[src/rtl/msg_sqr.sv]
// Shared squaring unit: 4 x 32-bit partial products, one per cycle.
// Depends on msg_pkg.
module msg_sqr (
  input  logic         clk,
  input  logic         rst_n,
  input  logic         start,
  input  logic [63:0]  mag,
  output logic         done,
  output logic [127:0] prod
);
  logic [63:0] a_r;
  logic [127:0] acc_r;
  logic [2:0] ph_r;
  logic done_r;
  logic [31:0] x, y;
  logic [63:0] pp;

  always_comb begin
    x = ph_r[1] ? a_r[63:32] : a_r[31:0];
    y = ph_r[0] ? a_r[63:32] : a_r[31:0];
    pp = 64'(x) * 64'(y);
  end

  always_ff @(posedge clk) begin
    if (!rst_n) begin
      ph_r <= 3'd4; done_r <= 1'b0;
    end else if (start) begin
      ph_r <= 3'd0; done_r <= 1'b0;
    end else begin
      done_r <= (ph_r == 3'd3);
      if (ph_r != 3'd4) ph_r <= ph_r + 3'd1;
    end
    if (start) begin
      a_r <= mag; acc_r <= '0;
    end else if (ph_r != 3'd4) begin
      acc_r <= acc_r + (128'(pp) << (32 * (ph_r[1] + ph_r[0])));
    end
  end

  assign done = done_r;
  assign prod = acc_r;
endmodule

[config.mk]
export PLATFORM = sky130hd
export DESIGN_NAME = msg_sqr
export DESIGN_NICKNAME = d
export VERILOG_FILES = /design/src/rtl/msg_sqr.sv
export SDC_FILE = /design/constraint.sdc
export NUM_CORES = 2
export LEC_CHECK = 0
export BUFFER_PORTS_ARGS = -buffer_cell sky130_fd_sc_hd__clkbuf_2
export CORE_UTILIZATION = 30
export DETAILED_ROUTE_END_ITERATION = 16
export HOLD_SLACK_MARGIN = 0.12
export PLACE_DENSITY = 0.52
export SKIP_CTS_REPAIR_TIMING = 1
export SLEW_MARGIN = 20
export SYNTH_ARGS = -nofsm -noshare
export SYNTH_HDL_FRONTEND = slang
export SYNTH_SLANG_ARGS = --single-unit
[constraint.sdc]
create_clock -name clk -period 12.7 [get_ports clk]
set_input_delay 1.27 -clock clk [delete_from_list [all_inputs] [get_ports clk]]
set_output_delay 1.27 -clock clk [all_outputs]
set_load 0.03 [all_outputs]
# Yosys cells after proc, flatten, opt, wreduce, memory -nomap -nowiden
# Index checks and enable logic that the tools add are counted.
# op_classes
n_addsub	3
eq_ne	2
shift	1
multipliers	1
bitwise	1
n_mux	4
n_reduce_logical	2
# ops
operator	count
$add A128 B128 Y128	1
$shl A64 B7 Y128	1
$mul A32 B32 Y64	1
$mux W32	2
$mux W3	2
$add A3 B1 Y3 const B	1
$eq A3 B2 Y1 const B	1
$ne A3 B3 Y1 const B	1
$add A1 B1 Y2	1
$reduce_bool A2 Y1	1
$reduce_or A2 Y1	1
$not A1 Y1	1
# totals
register_bits	196
in_bits	67
output_inout_bits	129

# Logic depth before layout (Yosys ltp)
# depth
ltp_word	4
mapped_depth	48
mapped_depth_nobuf	42

# Least setup slack after synthesis
# Ideal clock, no wire load.
# synth_path
path_kind	flip-flop to flip-flop
start	reg ph_r[1]
end	reg acc_r[106], in the netlist prod[106]
arrival_time_ns	11.110
t_required_ns	12.583
path_buffers	5
stages_incl_launch_ff	45
synth_period_minus_slack_ns	11.227
setup_slack_ns	1.473
path_cell_list	dfxtp_1 -> clkbuf_1 -> clkbuf_1 -> buf_1 -> mux2i_1 -> clkbuf_1 -> nor2_1 -> fa_1 -> inv_1 -> fa_1 -> fa_1 -> fa_1 -> inv_1 -> fa_1 -> inv_1 -> fa_1 -> inv_1 -> fa_1 -> [9 not listed] -> a21oi_1 -> o21bai_1 -> a21oi_1 -> mux2_2 -> nor3_1 -> ha_1 -> clkbuf_1 -> a21o_1 -> a21o_1 -> a21oi_1 -> a21boi_0 -> o31ai_1 -> and3_1 -> nor3_1 -> o31a_1 -> o21bai_1 -> xnor2_1 -> a22o_1
# synth_between
elab_chain_len	4
elab_cells_between_ends	6
classes_between	add/sub (2); mul (1); eq/ne (1); shift (1); mux (1)
# synth_rtl
item	line	rtl
start: declaration	13	logic [2:0] ph_r;
start signal: assignment	31	if (ph_r != 3'd4) ph_r <= ph_r + 3'd1;
$mux W32	19	x = ph_r[1] ? a_r[63:32] : a_r[31:0];
$mul A32 B32 Y64	21	pp = 64'(x) * 64'(y);
$shl A64 B7 Y128	36	acc_r <= acc_r + (128'(pp) << (32 * (ph_r[1] + ph_r[0])));
$add A128 B128 Y128	36	
end signal: assignment	36	
end: declaration	12	logic [127:0] acc_r;
# Parallel ways exist; a longest one is shown, timed or not.
# A chain may end at the register's enable or synchronous reset.

# Worst setup path in the final report
# layout_path
start	reg ph_r[1]
end	reg acc_r[127], in the netlist prod[127]
# The elaborated chain is that of the path after synthesis.

==> out/metrics.cfg <==
[grt]
antenna_found_initial=1
grt_util_all_layers_pct=23.86
grt_pass1_wl_mm=287.2
grt_max_degree=55
grt_pass1_vias=42704
grt_overflow_total=0

[finish]
nFillCells=17105
multi_input_area_um2=39750
area_growth_pct=9.465
drive_gt1_share_pct=9.506
final_cell_mix=inv_1 (902), fa_1 (897), nor2_1 (784), nand2_1 (782), ha_1 (391)
final_common_cell=inv_1
layout.area.seq_um2=4572
fin_nets=7215

[die]
die-area_um2=163700
die_h_um=404.6
ios=196
initial_core_util_pct=30.25
fp.dieW_um=404.6
placementRows=147
core_um2=160800

[sta]
clock_skew_ns=0.03858
setup_violations=0
worst_pin_slew_ns=1.034
rsz0062_at_grt=no
finalHoldViolCount=0
clock.fmax_mhz=82.18
slew_viol_final=0
fin_crit_sh_pct=95.82
layout_min_cycle_time_ns=12.17
relSlewSlack_pct=31.06
fin_setup_tns_ns=0

[flow_run]
drv_cap=0

[worst_setup_path]
crit_path_max_fanout=29
cpMaxStageDelayCell=mux2_2
r2r_setup_slack_ns=0.53
start_kind=flop
timing.critical_path.to_type=flop
max_stage_delay_ns=0.62
worstPathRequired_ns=13.19
crit_top_cell=fa_1
arrival_ns=12.66
critPathKind=flop to flop

[synth]
synth.largest_area_cell=fa_1
synth_seq_cells=196
synth.avg_cell_area_um2=8.397
synthDominantCellAreaShare_pct=36.92
synth_area_leaders=fa_1 (37%), ha_1 (10%), inv_1 (7.0%)
synth-adder-area-share_pct=47.03
synth-seq-area-share_pct=9.385
syn_nets=7149
yosysWarnings=0
ys_types=96
yosys.area_share.simple_pct=16.14
postSynth.asyncResetShare_pct=0
synth-edff-count=64
synth_compound_area_share_pct=11.57
synth_top_family_by_area=adder cells
synth-xor-area-share_pct=3.260
netlist_area_um2=48630
synthMuxAreaShare_pct=3.193
syn_inst=5792
ys.flop_type=dfxtp_1

[routing]
route.detailed.drc=0
vias=41527
viasPerCell=5.171
dr.first_iter.drc_count=3418
detail_route.first_pass.iterations=7
wl_per_cell_um=24.00
postRouteAntennaNets=0
drt_wl_total_mm=192.8

[cts]
htreeDepth=4
cts-root-buf=clkbuf_16
cts_tree=done
cts_sinks=196
clk_pin_slew_worst_paths_ns=0.09
cts_made_buffers=17
cts_max_path_buffers=2
insertion_delay_ns=0.58

[placed_design]
dp_hpwl_mm=160.5
place.gp.congestion=0.9615
port_buffers=195

[min_path]
hold_path_class=flop to flop

[outcome]
outcome=finished clean

[metal layers]
layer	vias up	routed length [um]	global-route usage, %
met3	275	16680	5.420
met1	21131	83150	32.57
li1	18476	-	-
met2	1645	85100	36.71
met5	-	0	0
met4	0	7837	8.759
[cells in the mapped netlist, types with 13 or more instances]
cell	count
fa_1	897
edfxtp_1	64
mux2_2	65
mux2i_1	73
xnor2_1	102
nand2b_1	19
a21oi_1	314
nand4_1	77
buf_1	23
nand2_1	783
and2_1	42
a211oi_1	19
nand3_1	47
inv_1	902
o21bai_1	52
o21ai_1	17
a21o_1	103
buf_2	27
o21ai_0	179
xor2_1	79
dfxtp_1	132
and3_1	24
o22ai_1	25
o21a_1	19
a31oi_1	25
ha_1	393
nor3_1	34
o31ai_1	17
nor2b_1	14
nor2_1	785
or3_1	13
nor4_1	14
clkbuf_1	252
[flip-flops by register name, summed over array words and instances, names as in the netlist]
signal	cells
prod	128
a_r	64
ph_r	3
done	1
[worst max-delay path: cells and delay by family, from the launching register on]
| family | cells | cell delay, ns |
|---|---|---|
| AO/OA/AOI/OAI | 10 | 1.90 |
| AND/OR/NAND/NOR | 11 | 2.71 |
| XOR/XNOR | 2 | 0.39 |
| buffers and inverters | 4 | 0.45 |
| adder cells (fa/ha/maj) | 10 | 5.07 |
| multiplexers | 2 | 0.96 |
| flip-flops | 1 | 0.53 |
[per-stage QoR]
step	hold slack, ns	area, um2	util, %	setup slack, ns	instances
final	0.4813	53240	33.12	0.5309	8031
after global routing	0.5049	53230	33.12	0.01260	8030
after CTS	0.4869	53040	32.99	0.03374	8016
after detailed placement	0.4746	52470	32.64	0.1124	7985
after global placement	0.4667	52470	32.64	0.1194	7985
after floorplan	0.5859	48630	-	1.473	5792
[worst paths after layout]
path                               start   endpoint  depth (start not counted)
worst max register to register   ph_r[1]  prod[127]                         39
worst max-delay path             ph_r[1]  prod[127]                         39
worst min-delay path            prod[28]   prod[28]                          2
worst min register to register  prod[28]   prod[28]                          2
[layout make-up]
cell class | instances | area share (%)
antenna | 1 | 0.004701
timing repair buffer | 354 | 4.252
sequential | 196 | 8.588
tap | 2160 | 5.077
inverter | 902 | 6.360
clock buffer | 22 | 0.9143
clock inverter | 9 | 0.1457
multi-input combinational | 4387 | 74.66
[cells by family (layout without fill, tap and decap cells)]
family	Yosys count	after routing
adder cells (fa/ha/maj)	1290	1290
multiplexers	146	146
other	0	1
XOR/XNOR	181	181
AO/OA/AOI/OAI	883	883
AND/OR/NAND/NOR	1887	1887
flip-flops	196	196
buffers and inverters	1209	1287
Power is left out: the tool's default activity adds up to more than one toggle a clock period on the data nets, which glitch-free logic cannot reach.
