$ cat src/rtl/msg_pkg.sv
// Package for the multitask split gain block: shared types and constants.
// No dependencies.
package msg_pkg;
  localparam int unsigned CutW = 32;
  localparam int unsigned LamW = 24;
  localparam int unsigned TcW = 5;
  localparam int unsigned GradW = 24;
  localparam int unsigned HessW = 24;
  localparam int unsigned TidW = 6;
  localparam int unsigned ScoreW = 63;
  localparam int unsigned CfgIdxW = 2;
  localparam logic [CfgIdxW-1:0] CFG_CUT = 2'd0;
  localparam logic [CfgIdxW-1:0] CFG_LAMBDA = 2'd1;
  localparam logic [CfgIdxW-1:0] CFG_TASKS = 2'd2;
  localparam logic [ScoreW-1:0] SCORE_MAX = {ScoreW{1'b1}};

  typedef struct packed {
    logic start;
    logic [127:0] num;
    logic [63:0] den;
  } div_req_t;

  typedef struct packed {
    logic busy;
    logic done;
    logic [ScoreW-1:0] quo;
  } div_rsp_t;
endpackage

$ cat src/rtl/msg_div.sv
// Shared restoring divider: one quotient bit a cycle, saturating at SCORE_MAX.
// Depends on msg_pkg.
module msg_div (
  input  logic              clk,
  input  logic              rst_n,
  input  msg_pkg::div_req_t req,
  output msg_pkg::div_rsp_t rsp
);
  logic [127:0] num_r, num_nxt;
  logic [63:0] den_r, den_nxt, rem_r, rem_nxt;
  logic [63:0] q_r, q_nxt;
  logic [7:0] cnt_r, cnt_nxt;
  logic busy_r, busy_nxt, done_r, done_nxt, sat_r, sat_nxt;
  logic [64:0] sh;
  logic ge;

  always_comb begin
    sh = {rem_r, num_r[127]};
    ge = sh >= {1'b0, den_r};
    num_nxt = num_r; den_nxt = den_r; rem_nxt = rem_r; q_nxt = q_r;
    cnt_nxt = cnt_r; busy_nxt = busy_r; done_nxt = 1'b0; sat_nxt = sat_r;
    if (req.start) begin
      num_nxt = req.num; den_nxt = req.den; rem_nxt = '0; q_nxt = '0;
      cnt_nxt = 8'd128; sat_nxt = 1'b0;
      busy_nxt = (req.den != '0);
      done_nxt = (req.den == '0);
    end else if (busy_r) begin
      num_nxt = {num_r[126:0], 1'b0};
      if (ge) begin
        rem_nxt = 64'(sh - {1'b0, den_r});
        if (cnt_r > 8'd63) sat_nxt = 1'b1;
        else q_nxt = q_r | (64'd1 << (cnt_r - 8'd1));
      end else rem_nxt = sh[63:0];
      cnt_nxt = cnt_r - 8'd1;
      if (cnt_r == 8'd1) begin
        busy_nxt = 1'b0; done_nxt = 1'b1;
      end
    end
  end

  always_ff @(posedge clk) begin
    if (!rst_n) begin
      busy_r <= 1'b0; done_r <= 1'b0; cnt_r <= '0; sat_r <= 1'b0; q_r <= '0;
    end else begin
      busy_r <= busy_nxt; done_r <= done_nxt; cnt_r <= cnt_nxt;
      sat_r <= sat_nxt; q_r <= q_nxt;
    end
    num_r <= num_nxt; den_r <= den_nxt; rem_r <= rem_nxt;
  end

  assign rsp.busy = busy_r;
  assign rsp.done = done_r;
  assign rsp.quo = sat_r ? msg_pkg::SCORE_MAX : q_r[62:0];
endmodule

$ cat config.mk
export PLATFORM = sky130hd
export DESIGN_NAME = msg_div
export DESIGN_NICKNAME = d
export VERILOG_FILES = /design/src/rtl/msg_pkg.sv /design/src/rtl/msg_div.sv
export SDC_FILE = /design/constraint.sdc
export NUM_CORES = 1
export LEC_CHECK = 0
export ABC_CLOCK_PERIOD_IN_PS = 5550
export BUFFER_PORTS_ARGS = -buffer_cell sky130_fd_sc_hd__buf_2
export CAP_MARGIN = 20
export CORE_MARGIN = 3
export CORE_UTILIZATION = 58
export DETAILED_ROUTE_END_ITERATION = 7
export PLACE_DENSITY = 0.79
export RECOVER_POWER = 50
export SLEW_MARGIN = 20
export SYNTH_ARGS = -nofsm -noshare
export SYNTH_HDL_FRONTEND = slang
export SYNTH_SLANG_ARGS = --single-unit
$ cat constraint.sdc
create_clock -name clk -period 5.55 [get_ports clk]
set_input_delay 1.3875 -clock clk [delete_from_list [all_inputs] [get_ports clk]]
set_output_delay 1.3875 -clock clk [all_outputs]
set_load 0.01 [all_outputs]
# Yosys cells after proc, flatten, opt, wreduce, memory -nomap -nowiden
# Index checks and enable logic that the tools add are counted.
# word_totals
ff_bits	331
inputBits	195
# classes
n_addsub	2
order_cmp	2
eq_ne	1
shifts	1
n_mux	12
bitwise	3
reduce_logical	6
# op_table
cell	count
128-bit 2-to-1 mux	2
65-bit by 64-bit >= comparator with 1-bit output	1
64-bit logical NOT	1
64-bit 2-to-1 mux	1
64-bit OR	1
64-bit nonzero test	1
1-bit by 8-bit left shift with 64-bit output, first input constant	1
64-bit subtractor	1
63-bit 2-to-1 mux	1
8-bit 2-to-1 mux	2
8-bit by 1-bit == test with 1-bit output, second input constant	1
8-bit by 6-bit greater-than comparator with 1-bit output, second input constant	1
8-bit by 1-bit subtractor with 8-bit output, second input constant	1
1-bit 2-to-1 mux	6
3-bit AND reduction	2
1-bit inverter	2
2-bit nonzero test	1
2-bit OR reduction	1

# Longest topological paths before layout
# logic_depth
depth_word	4
depth_mapped	14

# Least setup slack after synthesis
# No wires, ideal clock.
# synth_timing
path_type	in2reg
from	input port req[192] in the netlist's numbering
to	register num_r[0], enable pin
arrival_ns	4.444
t_required_ns	5.070
path_slack_ns	0.626
cell_stages	4
cell_sequence	clkbuf_1 -> nor2_1 -> clkbuf_1 -> inv_1
# synth_between
elab_chain_len	1
# synth_rtl
element	line_no	rtl
from (decl)	msg_div.sv:6	input msg_pkg::div_req_t req,
2-bit nonzero test (no line)	--	
to (signal assigned)	msg_div.sv:48	num_r <= num_nxt; den_r <= den_nxt; rem_r <= rem_nxt;
to (decl)	msg_div.sv:9	logic [127:0] num_r, num_nxt;
# No other way between the ends.
# A chain may end at the register's enable or synchronous reset.

# Worst setup path after layout
# layout_timing
from	input port req[192] in the netlist's numbering
to	register num_r[17], enable pin
# Same word-level chain as after synthesis.

==> run metrics <==
drc violations 0; initial drt markers 1220; largest net degree at the start of global routing 160; max_slew headroom -0.395; post-synthesis cell type count 75; Avg Inst Size Synth 10.1 um2; placed instance area 0.0193 mm2; Crit Reg-Reg Endpoint rem_r[32]; Antenna Violating Nets Remaining 0; I/O Pins 260; leading register cell type out of synthesis edfxtp_1; vias in the first global route 14173; dpl hpwl 32500 um; CTS Hold Bufs 0; CTS tree built; cts bufs inserted 37; number of post-CTS setup repair buffers 0; final hold vios 0; Overflow after GRT 0; GPL Wtd Cong 0.950; CP max stage cell clkinvlp_4; global-route wire length before repair 72700 um; clk root buf clkbuf_16; FF-to-FF Start den_r[3]; vias 14305; EDFF count, synth 192; CP max FO 86; status finished with violations; initial antenna violation count 3; Yosys reg bits 330; drt wl/cell 18.9 um; total wire length 45300 um; Worst Skew 16.9 ps; die width 181 um; # resized after CTS 0; Reg2Reg Depth 12; Max clock buf depth 3; post-synthesis sequential area ratio 0.480; pwr dens 303 mW/mm2; failing checks max-capacitance violations, max-slew violations; Synth async-reset ratio 0; fmax 0.233 GHz; final worst path period share 0.775; total core area 0.0300 mm2; CTS H-tree depth 2; row cnt 63; Max-Cap Viols 2; area delta synth->final 14.5%; Post-Syn Nets 2029; Worst setup SP type input pin; Reg2Reg Setup Slack 1470 ps; Worst Max-Slew Pin Slew 2090 ps; Hold/Removal Path Class reg2reg; crit path kind in2reg; CTS sink count 330; max-slew violation count 246; crit path time final 4300 ps; Finished Cell Area 0.0204 mm2; I/O Buffers 259; warnings from Yosys 0; TNS Setup 0 ps; Setup violations, final 0; P_leak 0.00833 uW; synthesized area 0.0178 mm2; Die ar. 0.0328 mm2; Setup crit start req[192]; chip height 181 um; Syn Inst Count 1767; layout cell share with drive strength beyond 1 0.239; Setup crit end kind flop; RSZ-0062 raised after global routing no; Initial DRT Pass Iterations 5; Peak VDD IR 0.264 mV; Global Route Usage Sum 0.268; Total Nets Final 2235; worst skew pair latency 520 ps; Via density 5.98; required time worst endpoint 5790 ps; Initial Utilization 0.594; slowest stage delay, CP 1420 ps; CP endpoint num_r[17]; worst path cell trace clkbuf_8 > nor2_1 > buf_4 > clkinvlp_4 > buf_12; Worst-path clk slew 60 ps; crit path DAT 4540 ps
==> synthesized netlist by cell type (all sizes together), types with 11 or more instances <==
cell type | n | area, um2
a211oi | 22 | 165
a21o | 25 | 188
a21oi | 94 | 474
a22o | 19 | 166
a311oi | 23 | 201
a32oi | 11 | 96.3
buf | 27 | 139
clkbuf | 77 | 290
dfxtp | 138 | 2760
edfxtp | 192 | 5770
ha | 66 | 826
inv | 84 | 315
mux2 | 129 | 1450
mux2i | 18 | 180
nand2 | 179 | 672
nand2b | 12 | 75.1
nand3 | 56 | 280
nand4 | 29 | 181
nor2 | 119 | 447
nor2b | 11 | 68.8
nor3 | 33 | 165
nor4 | 23 | 144
o21a | 18 | 135
o21ai | 90 | 450
o21bai | 11 | 82.6
o31ai | 20 | 191
or2 | 65 | 407
xnor2 | 39 | 342
xor2 | 25 | 219
==> power breakdown <==
part           switching [uW]  leakage (uW)  internal [uW]
logic                     579       0.00474            394
clock network             961      0.000549           1370
registers                73.7       0.00303           2800
==> state kept, by name (all words and copies together) (netlist names) <==
signal and count:
num_r 128, den_r 64, rem_r 64, q_r 63, cnt_r 8, busy_r 1
done_r 1, sat_r 1
==> kinds of logic (layout without fill, tap and decap cells) <==
| family | after synthesis | in the layout | synth area share |
|---|---|---|---|
| XOR/XNOR | 64 | 64 | 0.0315 |
| AND/OR/NAND/NOR | 574 | 574 | 0.157 |
| buffers and inverters | 189 | 421 | 0.0421 |
| AO/OA/AOI/OAI | 396 | 396 | 0.151 |
| adder cells (fa/ha/maj) | 67 | 67 | 0.0476 |
| multiplexers | 147 | 147 | 0.0918 |
| flip-flops | 330 | 330 | 0.480 |
| other | 0 | 2 | 0 |
==> worst min path at each step <==
stage                     cells after the start  slack, ps  startpoint  endpoint
after detailed placement                      2        430     q_r[24]   q_r[24]
after CTS                                     2        450      q_r[7]    q_r[7]
after floorplan                               2        420      q_r[0]    q_r[0]
final                                         2        440     q_r[30]   q_r[30]
after global placement                        2        430     q_r[24]   q_r[24]
after global routing                          1        470     q_r[17]   q_r[17]
==> area by class of cell <==
type / instances / area [um2]
inverters: 85 / 323
well taps: 390 / 488
repair buffers: 271 / 1350
diodes: 2 / 5.00
clock inverters: 13 / 121
fillers: 2387 / 9600
multi-input cells: 1248 / 8530
flip-flops and latches: 330 / 8530
clock buffers: 52 / 1010
==> worst max-delay path, delay by kind of cell <==
kind          cells  cell delay, ps
buf+inv           4            2810
simple gates      1             190
==> through the flow <==
| stage | setup slack (ps) | utilization | power [uW] | hold WS, ps | cells |
|---|---|---|---|---|---|
| after global routing | 911 | 0.680 | 6420 | 467 | 2391 |
| after CTS | 1550 | 0.682 | 6190 | 448 | 2389 |
| after detailed placement | 1510 | 0.644 | 3870 | 435 | 2324 |
| after global placement | 1540 | 0.644 | 3850 | 431 | 2324 |
| final | 1250 | 0.680 | 6170 | 443 | 2391 |
| after floorplan | 626 | - | 3590 | 417 | 1767 |
==> per-layer routing <==
metal	global-route usage	up-vias	wire length, um
li1	-	6882	-
met1	0.358	6774	19000
met2	0.433	553	21200
met3	0.0697	94	3910
met4	0.0777	2	1200
met5	0	-	12
==> cells in the final DEF, fill, tap and decap left out, types with 5 or more instances in the layout <==
cell type    n
buf_4       10
nor2b_1      9
a21oi_1     93
mux2i_1     18
a22o_1      19
a311oi_1    23
and2_1       8
nor3_1      33
clkinv_1     8
nor2_1     119
o21ai_0     80
xor2_1      25
nand2b_1    12
a211oi_1    22
mux2_2     129
clkbuf_16   38
o21bai_1    11
or3_1        8
o21ai_1     10
nor3b_1      7
o31ai_1     17
o211ai_1     7
inv_1       83
dfxtp_1    138
a32oi_1     11
nor4_1      23
edfxtp_1   192
nand3_1     56
clkbuf_1    58
nand2_1    179
ha_1        66
o21a_1      18
a21o_1      24
or2_2       65
nand4_1     29
a221o_1      5
a31oi_1      8
buf_2      211
xnor2_1     39
and3_1       9
Power figures use the tool's default switching activity.
